==> config.mk <==
export PLATFORM = sky130hd
export DESIGN_NAME = connection_table_with_timeout
export DESIGN_NICKNAME = d
export VERILOG_FILES = /design/src/rtl/ctt_pkg.sv /design/src/rtl/connection_table_with_timeout.sv /design/src/rtl/ctt_ram.sv /design/src/rtl/ctt_engine.sv
export SDC_FILE = /design/constraint.sdc
export NUM_CORES = 1
export LEC_CHECK = 0
export BUFFER_PORTS_ARGS = -buffer_cell sky130_fd_sc_hd__buf_2
export CAP_MARGIN = 25
export CORE_ASPECT_RATIO = 1.5
export CORE_MARGIN = 3
export CORE_UTILIZATION = 62
export CTS_CLUSTER_SIZE = 10
export DETAILED_ROUTE_END_ITERATION = 7
export PLACE_DENSITY_LB_ADDON = 0.2
export SLEW_MARGIN = 40
export SYNTH_ARGS = -nofsm -noshare
export SYNTH_HDL_FRONTEND = slang
export SYNTH_HIERARCHICAL = 1
export SYNTH_SLANG_ARGS = --single-unit
export TNS_END_PERCENT = 5
==> constraint.sdc <==
create_clock -name clk -period 12.55 [get_ports clk]
set_clock_uncertainty 0.15 [all_clocks]
set_input_delay 2.51 -clock clk [delete_from_list [all_inputs] [get_ports clk]]
set_output_delay 2.51 -clock clk [all_outputs]
set_load 0.01 [all_outputs]
==> src/rtl/ctt_pkg.sv <==
// ----------------------------------------------------------------------------
// ctt_pkg
// Shared widths, codes and types of the connection table with timeout.
// ----------------------------------------------------------------------------
package ctt_pkg;

    localparam int ID_W       = 16;
    localparam int TIME_W     = 32;
    localparam int TICK_W     = 16;
    localparam int CMD_W      = 2;
    localparam int CAP_W      = 5;
    localparam int TMO_W      = 16;
    localparam int CNT_OUT_W  = 5;
    localparam int CFG_IDX_W  = 1;
    localparam int CFG_DATA_W = 16;

    localparam logic [CMD_W-1:0] CMD_CONNECT    = 2'd0;
    localparam logic [CMD_W-1:0] CMD_DISCONNECT = 2'd1;
    localparam logic [CMD_W-1:0] CMD_TICK       = 2'd2;

    localparam logic [CFG_IDX_W-1:0] REG_CAPACITY = 1'd0;
    localparam logic [CFG_IDX_W-1:0] REG_TIMEOUT  = 1'd1;

    localparam logic [CAP_W-1:0]  CAP_RESET = 5'd16;
    localparam logic [TMO_W-1:0]  TMO_RESET = 16'd100;
    localparam logic [TIME_W-1:0] TIME_MAX  = '1;

    typedef struct packed {
        logic [ID_W-1:0]   id;
        logic [TIME_W-1:0] stamp;
    } entry_t;

    typedef struct packed {
        logic [CAP_W-1:0] capacity;
        logic [TMO_W-1:0] timeout;
    } cfg_t;

    typedef struct packed {
        logic                 ok;
        logic [CNT_OUT_W-1:0] entry_count;
        logic [TIME_W-1:0]    current_time;
    } result_t;

    typedef enum logic [2:0] {
        ST_IDLE = 3'b001,
        ST_SCAN = 3'b010,
        ST_EMIT = 3'b100
    } state_t;

endpackage

==> src/rtl/connection_table_with_timeout.sv <==
// ----------------------------------------------------------------------------
// connection_table_with_timeout
// Ordered table of device connections with append, remove by id and
// time-based expiry; one result transfer for every command transfer.
//
// channel   direction  contents
// s_*       in         command transfer: tuser command, tdata id and ticks
// m_*       out        result transfer: ok, entry count, current time
// cfg_*     in         register write: capacity, timeout
//
// connect and unused commands go from idle straight to emit, then to the output register.
// disconnect and advance walk the whole table through the single read port
// of the entry memory, one entry per cycle.
// reset clears count and time at once; the entry memory needs no clearing.
// a new command is taken while the previous result waits in the output
// register; a stalled result holds the engine before it emits the next one.
// ----------------------------------------------------------------------------
module connection_table_with_timeout #(
    parameter int MAX_ENTRIES = 16
) (
    input  logic                            clk,
    input  logic                            rst_n,
    input  logic                            s_tvalid,
    output logic                            s_tready,
    input  logic [31:0]                     s_tdata,   // device_id, tick_count
    input  logic [1:0]                      s_tuser,   // command
    output logic                            m_tvalid,
    input  logic                            m_tready,
    output logic [39:0]                     m_tdata,   // ok, entry_count, current_time
    input  logic                            cfg_we,
    input  logic [ctt_pkg::CFG_IDX_W-1:0]   cfg_index,
    input  logic [ctt_pkg::CFG_DATA_W-1:0]  cfg_data
);
    import ctt_pkg::*;

    localparam int IDX_W = (MAX_ENTRIES > 1) ? $clog2(MAX_ENTRIES) : 1;
    localparam int CNT_W = $clog2(MAX_ENTRIES + 1);
    localparam int RES_W = 1 + CNT_OUT_W + TIME_W;

    logic [CAP_W-1:0]  capacity_reg;
    logic [TMO_W-1:0]  timeout_reg;
    cfg_t              cfg;

    logic              res_valid;
    logic              res_ready;
    result_t           res;
    logic              m_tvalid_reg;
    logic [RES_W-1:0]  m_data_reg;

    logic              ram_we;
    logic [IDX_W-1:0]  ram_waddr;
    entry_t            ram_wdata;
    logic              ram_re;
    logic [IDX_W-1:0]  ram_raddr;
    entry_t            ram_rdata;

    assign cfg = '{capacity: capacity_reg, timeout: timeout_reg};

    always_ff @(posedge clk or negedge rst_n)
    begin
        if (!rst_n)
        begin
            capacity_reg <= CAP_RESET;
            timeout_reg  <= TMO_RESET;
        end
        else if (cfg_we)
        begin
            case (cfg_index)
                REG_CAPACITY: capacity_reg <= cfg_data[CAP_W-1:0];
                REG_TIMEOUT:  timeout_reg  <= cfg_data[TMO_W-1:0];
                default:      ;
            endcase
        end
    end

    ctt_engine #(
        .MAX_ENTRIES (MAX_ENTRIES),
        .IDX_W       (IDX_W),
        .CNT_W       (CNT_W)
    ) u_engine (
        .clk       (clk),
        .rst_n     (rst_n),
        .in_valid  (s_tvalid),
        .in_ready  (s_tready),
        .in_cmd    (s_tuser),
        .in_id     (s_tdata[15:0]),
        .in_ticks  (s_tdata[31:16]),
        .cfg       (cfg),
        .res_valid (res_valid),
        .res_ready (res_ready),
        .res       (res),
        .ram_we    (ram_we),
        .ram_waddr (ram_waddr),
        .ram_wdata (ram_wdata),
        .ram_re    (ram_re),
        .ram_raddr (ram_raddr),
        .ram_rdata (ram_rdata)
    );

    ctt_ram #(
        .DEPTH  (MAX_ENTRIES),
        .ADDR_W (IDX_W)
    ) u_ram (
        .clk   (clk),
        .we    (ram_we),
        .waddr (ram_waddr),
        .wdata (ram_wdata),
        .re    (ram_re),
        .raddr (ram_raddr),
        .rdata (ram_rdata)
    );

    // output register
    assign res_ready = !m_tvalid_reg || m_tready;

    always_ff @(posedge clk or negedge rst_n)
    begin
        if (!rst_n)
        begin
            m_tvalid_reg <= 1'b0;
        end
        else if (res_ready)
        begin
            m_tvalid_reg <= res_valid;
        end
    end

    always_ff @(posedge clk)
    begin
        if (res_ready && res_valid)
        begin
            m_data_reg <= {res.current_time, res.entry_count, res.ok};
        end
    end

    assign m_tvalid = m_tvalid_reg;
    assign m_tdata  = {(40 - RES_W)'(0), m_data_reg};

endmodule

==> src/rtl/ctt_ram.sv <==
// ----------------------------------------------------------------------------
// ctt_ram
// Entry memory: one write port, one read port with registered read data.
// ----------------------------------------------------------------------------
module ctt_ram #(
    parameter int DEPTH  = 16,
    parameter int ADDR_W = 4
) (
    input  logic                clk,
    input  logic                we,
    input  logic [ADDR_W-1:0]   waddr,
    input  ctt_pkg::entry_t     wdata,
    input  logic                re,
    input  logic [ADDR_W-1:0]   raddr,
    output ctt_pkg::entry_t     rdata
);
    import ctt_pkg::*;

    entry_t mem [DEPTH];

    always_ff @(posedge clk)
    begin
        if (we)
        begin
            mem[waddr] <= wdata;
        end
        if (re)
        begin
            rdata <= mem[raddr];
        end
    end

endmodule

==> src/rtl/ctt_engine.sv <==
// ----------------------------------------------------------------------------
// ctt_engine
// Command sequencer: appends on connect, and on disconnect or advance walks
// the table through the entry memory, compacting survivors in place.
// ----------------------------------------------------------------------------
module ctt_engine #(
    parameter int MAX_ENTRIES = 16,
    parameter int IDX_W       = 4,
    parameter int CNT_W       = 5
) (
    input  logic                        clk,
    input  logic                        rst_n,
    input  logic                        in_valid,
    output logic                        in_ready,
    input  logic [ctt_pkg::CMD_W-1:0]   in_cmd,
    input  logic [ctt_pkg::ID_W-1:0]    in_id,
    input  logic [ctt_pkg::TICK_W-1:0]  in_ticks,
    input  ctt_pkg::cfg_t               cfg,
    output logic                        res_valid,
    input  logic                        res_ready,
    output ctt_pkg::result_t            res,
    output logic                        ram_we,
    output logic [IDX_W-1:0]            ram_waddr,
    output ctt_pkg::entry_t             ram_wdata,
    output logic                        ram_re,
    output logic [IDX_W-1:0]            ram_raddr,
    input  ctt_pkg::entry_t             ram_rdata
);
    import ctt_pkg::*;

    localparam int EXT_W = (CNT_W > CAP_W) ? CNT_W : CAP_W;

    state_t             state_reg, state_next;
    logic [CNT_W-1:0]   count_reg, count_next;
    logic [TIME_W-1:0]  now_reg, now_next;
    logic [CNT_W-1:0]   rd_ptr_reg, rd_ptr_next;
    logic [CNT_W-1:0]   wr_ptr_reg, wr_ptr_next;
    logic               rd_pend_reg, rd_pend_next;
    logic               rd_last_reg, rd_last_next;
    logic               found_reg, found_next;
    logic               tick_reg, tick_next;
    logic [ID_W-1:0]    id_reg, id_next;
    logic               ok_reg, ok_next;

    logic [EXT_W-1:0]   count_ext;
    logic               can_connect;
    logic [TIME_W:0]    now_sum;
    logic [TIME_W-1:0]  now_sat;
    logic [TIME_W:0]    due;
    logic               expired;
    logic               drop;

    assign count_ext   = EXT_W'(count_reg);
    assign can_connect = (count_ext < EXT_W'(cfg.capacity))
                      && (count_reg < CNT_W'(MAX_ENTRIES));
    assign now_sum     = {1'b0, now_reg} + (TIME_W + 1)'(in_ticks);
    assign now_sat     = now_sum[TIME_W] ? TIME_MAX : now_sum[TIME_W-1:0];
    assign due         = {1'b0, ram_rdata.stamp} + (TIME_W + 1)'(cfg.timeout);
    assign expired     = (due <= {1'b0, now_reg});
    assign drop        = tick_reg ? expired : (!found_reg && (ram_rdata.id == id_reg));

    assign in_ready  = (state_reg == ST_IDLE);
    assign res_valid = (state_reg == ST_EMIT);
    assign res       = '{ok: ok_reg, entry_count: count_ext[CNT_OUT_W-1:0],
                         current_time: now_reg};

    always_comb
    begin
        state_next   = state_reg;
        count_next   = count_reg;
        now_next     = now_reg;
        rd_ptr_next  = rd_ptr_reg;
        wr_ptr_next  = wr_ptr_reg;
        rd_pend_next = rd_pend_reg;
        rd_last_next = rd_last_reg;
        found_next   = found_reg;
        tick_next    = tick_reg;
        id_next      = id_reg;
        ok_next      = ok_reg;
        ram_we       = 1'b0;
        ram_waddr    = count_reg[IDX_W-1:0];
        ram_wdata    = '{id: in_id, stamp: now_reg};
        ram_re       = 1'b0;
        ram_raddr    = rd_ptr_reg[IDX_W-1:0];

        case (state_reg)
            ST_IDLE:
            begin
                if (in_valid)
                begin
                    id_next      = in_id;
                    tick_next    = (in_cmd == CMD_TICK);
                    rd_ptr_next  = '0;
                    wr_ptr_next  = '0;
                    rd_pend_next = 1'b0;
                    rd_last_next = 1'b0;
                    found_next   = 1'b0;
                    state_next   = ST_EMIT;
                    case (in_cmd)
                        CMD_CONNECT:
                        begin
                            ok_next = can_connect;
                            if (can_connect)
                            begin
                                ram_we     = 1'b1;
                                count_next = count_reg + CNT_W'(1);
                            end
                        end
                        CMD_DISCONNECT:
                        begin
                            ok_next = 1'b0;
                            if (count_reg != '0)
                            begin
                                state_next = ST_SCAN;
                            end
                        end
                        CMD_TICK:
                        begin
                            ok_next  = 1'b1;
                            now_next = now_sat;
                            if (count_reg != '0)
                            begin
                                state_next = ST_SCAN;
                            end
                        end
                        default:
                        begin
                            ok_next = 1'b0;
                        end
                    endcase
                end
            end
            ST_SCAN:
            begin
                rd_pend_next = 1'b0;
                if (rd_ptr_reg < count_reg)
                begin
                    ram_re       = 1'b1;
                    rd_ptr_next  = rd_ptr_reg + CNT_W'(1);
                    rd_pend_next = 1'b1;
                    rd_last_next = (rd_ptr_reg == count_reg - CNT_W'(1));
                end
                if (rd_pend_reg)
                begin
                    // survivors move down to the write pointer
                    if (!drop)
                    begin
                        ram_we      = 1'b1;
                        ram_waddr   = wr_ptr_reg[IDX_W-1:0];
                        ram_wdata   = ram_rdata;
                        wr_ptr_next = wr_ptr_reg + CNT_W'(1);
                    end
                    else if (!tick_reg)
                    begin
                        found_next = 1'b1;
                    end
                    if (rd_last_reg)
                    begin
                        count_next = drop ? wr_ptr_reg : wr_ptr_reg + CNT_W'(1);
                        if (!tick_reg)
                        begin
                            ok_next = found_reg || drop;
                        end
                        state_next = ST_EMIT;
                    end
                end
            end
            ST_EMIT:
            begin
                if (res_ready)
                begin
                    state_next = ST_IDLE;
                end
            end
            default:
            begin
                state_next = ST_IDLE;
            end
        endcase
    end

    always_ff @(posedge clk or negedge rst_n)
    begin
        if (!rst_n)
        begin
            state_reg   <= ST_IDLE;
            count_reg   <= '0;
            now_reg     <= '0;
            rd_pend_reg <= 1'b0;
        end
        else
        begin
            state_reg   <= state_next;
            count_reg   <= count_next;
            now_reg     <= now_next;
            rd_pend_reg <= rd_pend_next;
        end
    end

    always_ff @(posedge clk)
    begin
        rd_ptr_reg  <= rd_ptr_next;
        wr_ptr_reg  <= wr_ptr_next;
        rd_last_reg <= rd_last_next;
        found_reg   <= found_next;
        tick_reg    <= tick_next;
        id_reg      <= id_next;
        ok_reg      <= ok_next;
    end

endmodule
==> metrics.cfg <==
[outcome]
outcome=completed

[worst_setup_path]
cp_top_family=simple AND/OR/NAND/NOR gates
endpoint_kind=register
critPathLaunchType=register
arrival_ns=8.03
slowest_delay_ns=0.69
path_class=register to register
critical_path.max_fanout=53
cp_slowest_cell=a21oi_1
crit_chain=ha_1 > and3_1 > a221oi_1 > nand2_1 > a21oi_1 > o311ai_0 > a21oi_1 > nor2b_1 > xor2_1 > ha_1 > nand4_1 > nor4_1 > nand3_1 > nor2_1 > o211ai_2 > nand2_2 > and3_2 > buf_6 > mux2_2 > nand2b_1 > nor2_4 > buf_4
cp.buffers_inverters=2
critical_path_required_ns=12.66

[synth]
yosysWarnings=6
synth_most_common_cell=edfxtp_1
ys_ff_latch=947
synthTopCellsByArea=edfxtp_1 (68%), mux4_2 (11%), dfrtp_1 (3.7%), ha_1 (2.5%), mux2_2 (2.0%)
synthesis.area_um2=39200
ys_top_cells_by_count=edfxtp_1 (884), mux4_2 (192), a22oi_1 (98), nand2_1 (90), ha_1 (79)
synthArstFlopShare=0.0665
synth_top_area_frac=0.677
avgSynthCellArea_um2=18.6
netlist_instances=2108
synth.distinct_cells=76
netlist.top_cell.by_area=edfxtp_1
synthFlopType=edfxtp_1
yosysSeqAreaShare=0.718
synth_edf_count=884

[timing]
rsz0062_at_grt=false
finalSetupViolations=0
hold_violations=0
maxSlewViolCount=0
tightest_slew_ns=0.832
fin_hold_ws_ns=0.277
finalSetupTns_ns=0
max_freq_mhz=126
finalCritPeriodShare=0.631
relSlewSlack=0.445
period_needed_ns=7.92

[die]
start_util=0.629
die_h_um=314
ios=98
die_x_um=211
fp-row-count=112
fp.dieArea_um2=66300
fp.coreArea_um2=62400

[detailed_routing]
ant_nets=0
drt_iter0_markers=1975
viasPerCell=6.64
drc=0
firstDrtPassIters=5
routed_wl_um=88500
wire_per_inst_um=28.5
vias=20600

[cts]
path_clk_slew_ns=0.06
ctsHoldBuffers=0
clk_latency_ns=0.67
clockBufferDepth=3
cts_tree=yes
post_cts_buffers=0
cts_sinks=947
cts_buffers=104
htreeDepth=3
cts.repair.resized=0
root_buffer=clkbuf_16

[placement]
dp.cells=2950
io_buffers=95
postPlaceCellArea_um2=40700
dp_hpwl_um=52600
gp_congestion=0.901

[grt]
grt_max_degree=91
grt_pass1_wl_um=135000
grt_pass1_vias=21800
antenna_found_initial=2
grtUsageTotal=0.274
grt_overflow=0

[hold_path]
hp-class=register to register

[layout]
antenna_cells=0
syn2layout_area_growth_pct=11.4
final_nets=2395
fin_area_um2=43700
drive_above_1_share=0.241
largest_reg_flops=768
fin_cells=3104

[power]
power_leakage_uw=0.0141
p_per_area_nw_per_um2=204
peakVddDrop_uv=160
total_power_uw=8890

[job]
max-cap-violations=0

## final timing paths
check,startpoint,to,slack [ns],depth (start not counted)
min reg2reg,u_engine/ok_reg$_DFFE_PP_,m_data_reg[0]$_DFFE_PP_,0.28,0
min,u_engine/ok_reg$_DFFE_PP_,m_data_reg[0]$_DFFE_PP_,0.28,0
min in group asynchronous,rst_n,u_engine/now_reg[5]$_DFFE_PN0P_,1.77,2
max,timeout_reg[6]$_DFFE_PN1P_,u_ram/mem[10][0]$_DFFE_PP_,4.63,22
max in group asynchronous,rst_n,u_engine/now_reg[31]$_DFFE_PN0P_,9.96,2
max reg2reg,timeout_reg[6]$_DFFE_PN1P_,u_ram/mem[10][0]$_DFFE_PP_,4.63,22
## layout by cell type, fill, tap and decap left out, types with 11 or more instances in the layout
master / n
xnor2_1: 51
a2bb2oi_1: 14
edfxtp_1: 884
dfrtp_1: 58
xor2_1: 19
clkbuf_16: 106
inv_1: 67
a22oi_1: 98
a21o_1: 26
nand2b_1: 18
ha_1: 79
a21oi_1: 42
nor2_1: 47
clkbuf_1: 44
nand4_1: 16
mux2_2: 69
nor2_4: 13
o21a_1: 11
o21ai_0: 24
buf_4: 24
nand2_1: 90
nor3_1: 12
nand3_1: 36
mux4_2: 192
buf_2: 97
## where the power goes
group	internal [uW]	switching [uW]	total, uW	leakage (uW)
logic	834	1280	2120	0.00452
registers	3920	183	4100	0.00821
clock network	1530	1130	2660	0.00139
total	6290	2600	8890	0.0141
## per-layer routing
metal | global-route usage | vias to the layer above | share of wire
met5 | 0 | - | 0.00021
met4 | 0.117 | 2 | 0.042
met3 | 0.0515 | 188 | 0.080
met2 | 0.467 | 969 | 0.52
met1 | 0.350 | 10700 | 0.36
li1 | - | 8799 | -
## cell families (layout without fill, tap and decap cells)
family	count (synthesis)	after routing	synth area share
flip-flops	947	947	0.718
AND/OR/NAND/NOR	300	300	0.0381
AO/OA/AOI/OAI	277	277	0.0500
multiplexers	271	271	0.133
buffers and inverters	161	358	0.0196
adder cells (fa/ha/maj)	81	81	0.0262
XOR/XNOR	70	70	0.0156
other	1	2	0.0000957
## per-stage QoR
| stage | setup WS, ns | utilization |
|---|---|---|
| floorplan | 3.68 | - |
| global placement | 4.56 | 0.651 |
| detailed placement | 4.63 | 0.653 |
| CTS | 4.54 | 0.699 |
| global route | 4.26 | 0.700 |
| finish | 4.63 | 0.700 |
## layout make-up
cell class | instances | area (um2)
clock buffer | 150 | 2820
clock inverter | 4 | 82.6
fill | 3829 | 18700
inverter | 70 | 265
multi-input combinational | 1001 | 10500
sequential | 947 | 28100
tap | 798 | 998
timing repair buffer | 134 | 887
Power figures use the tool's default switching activity.
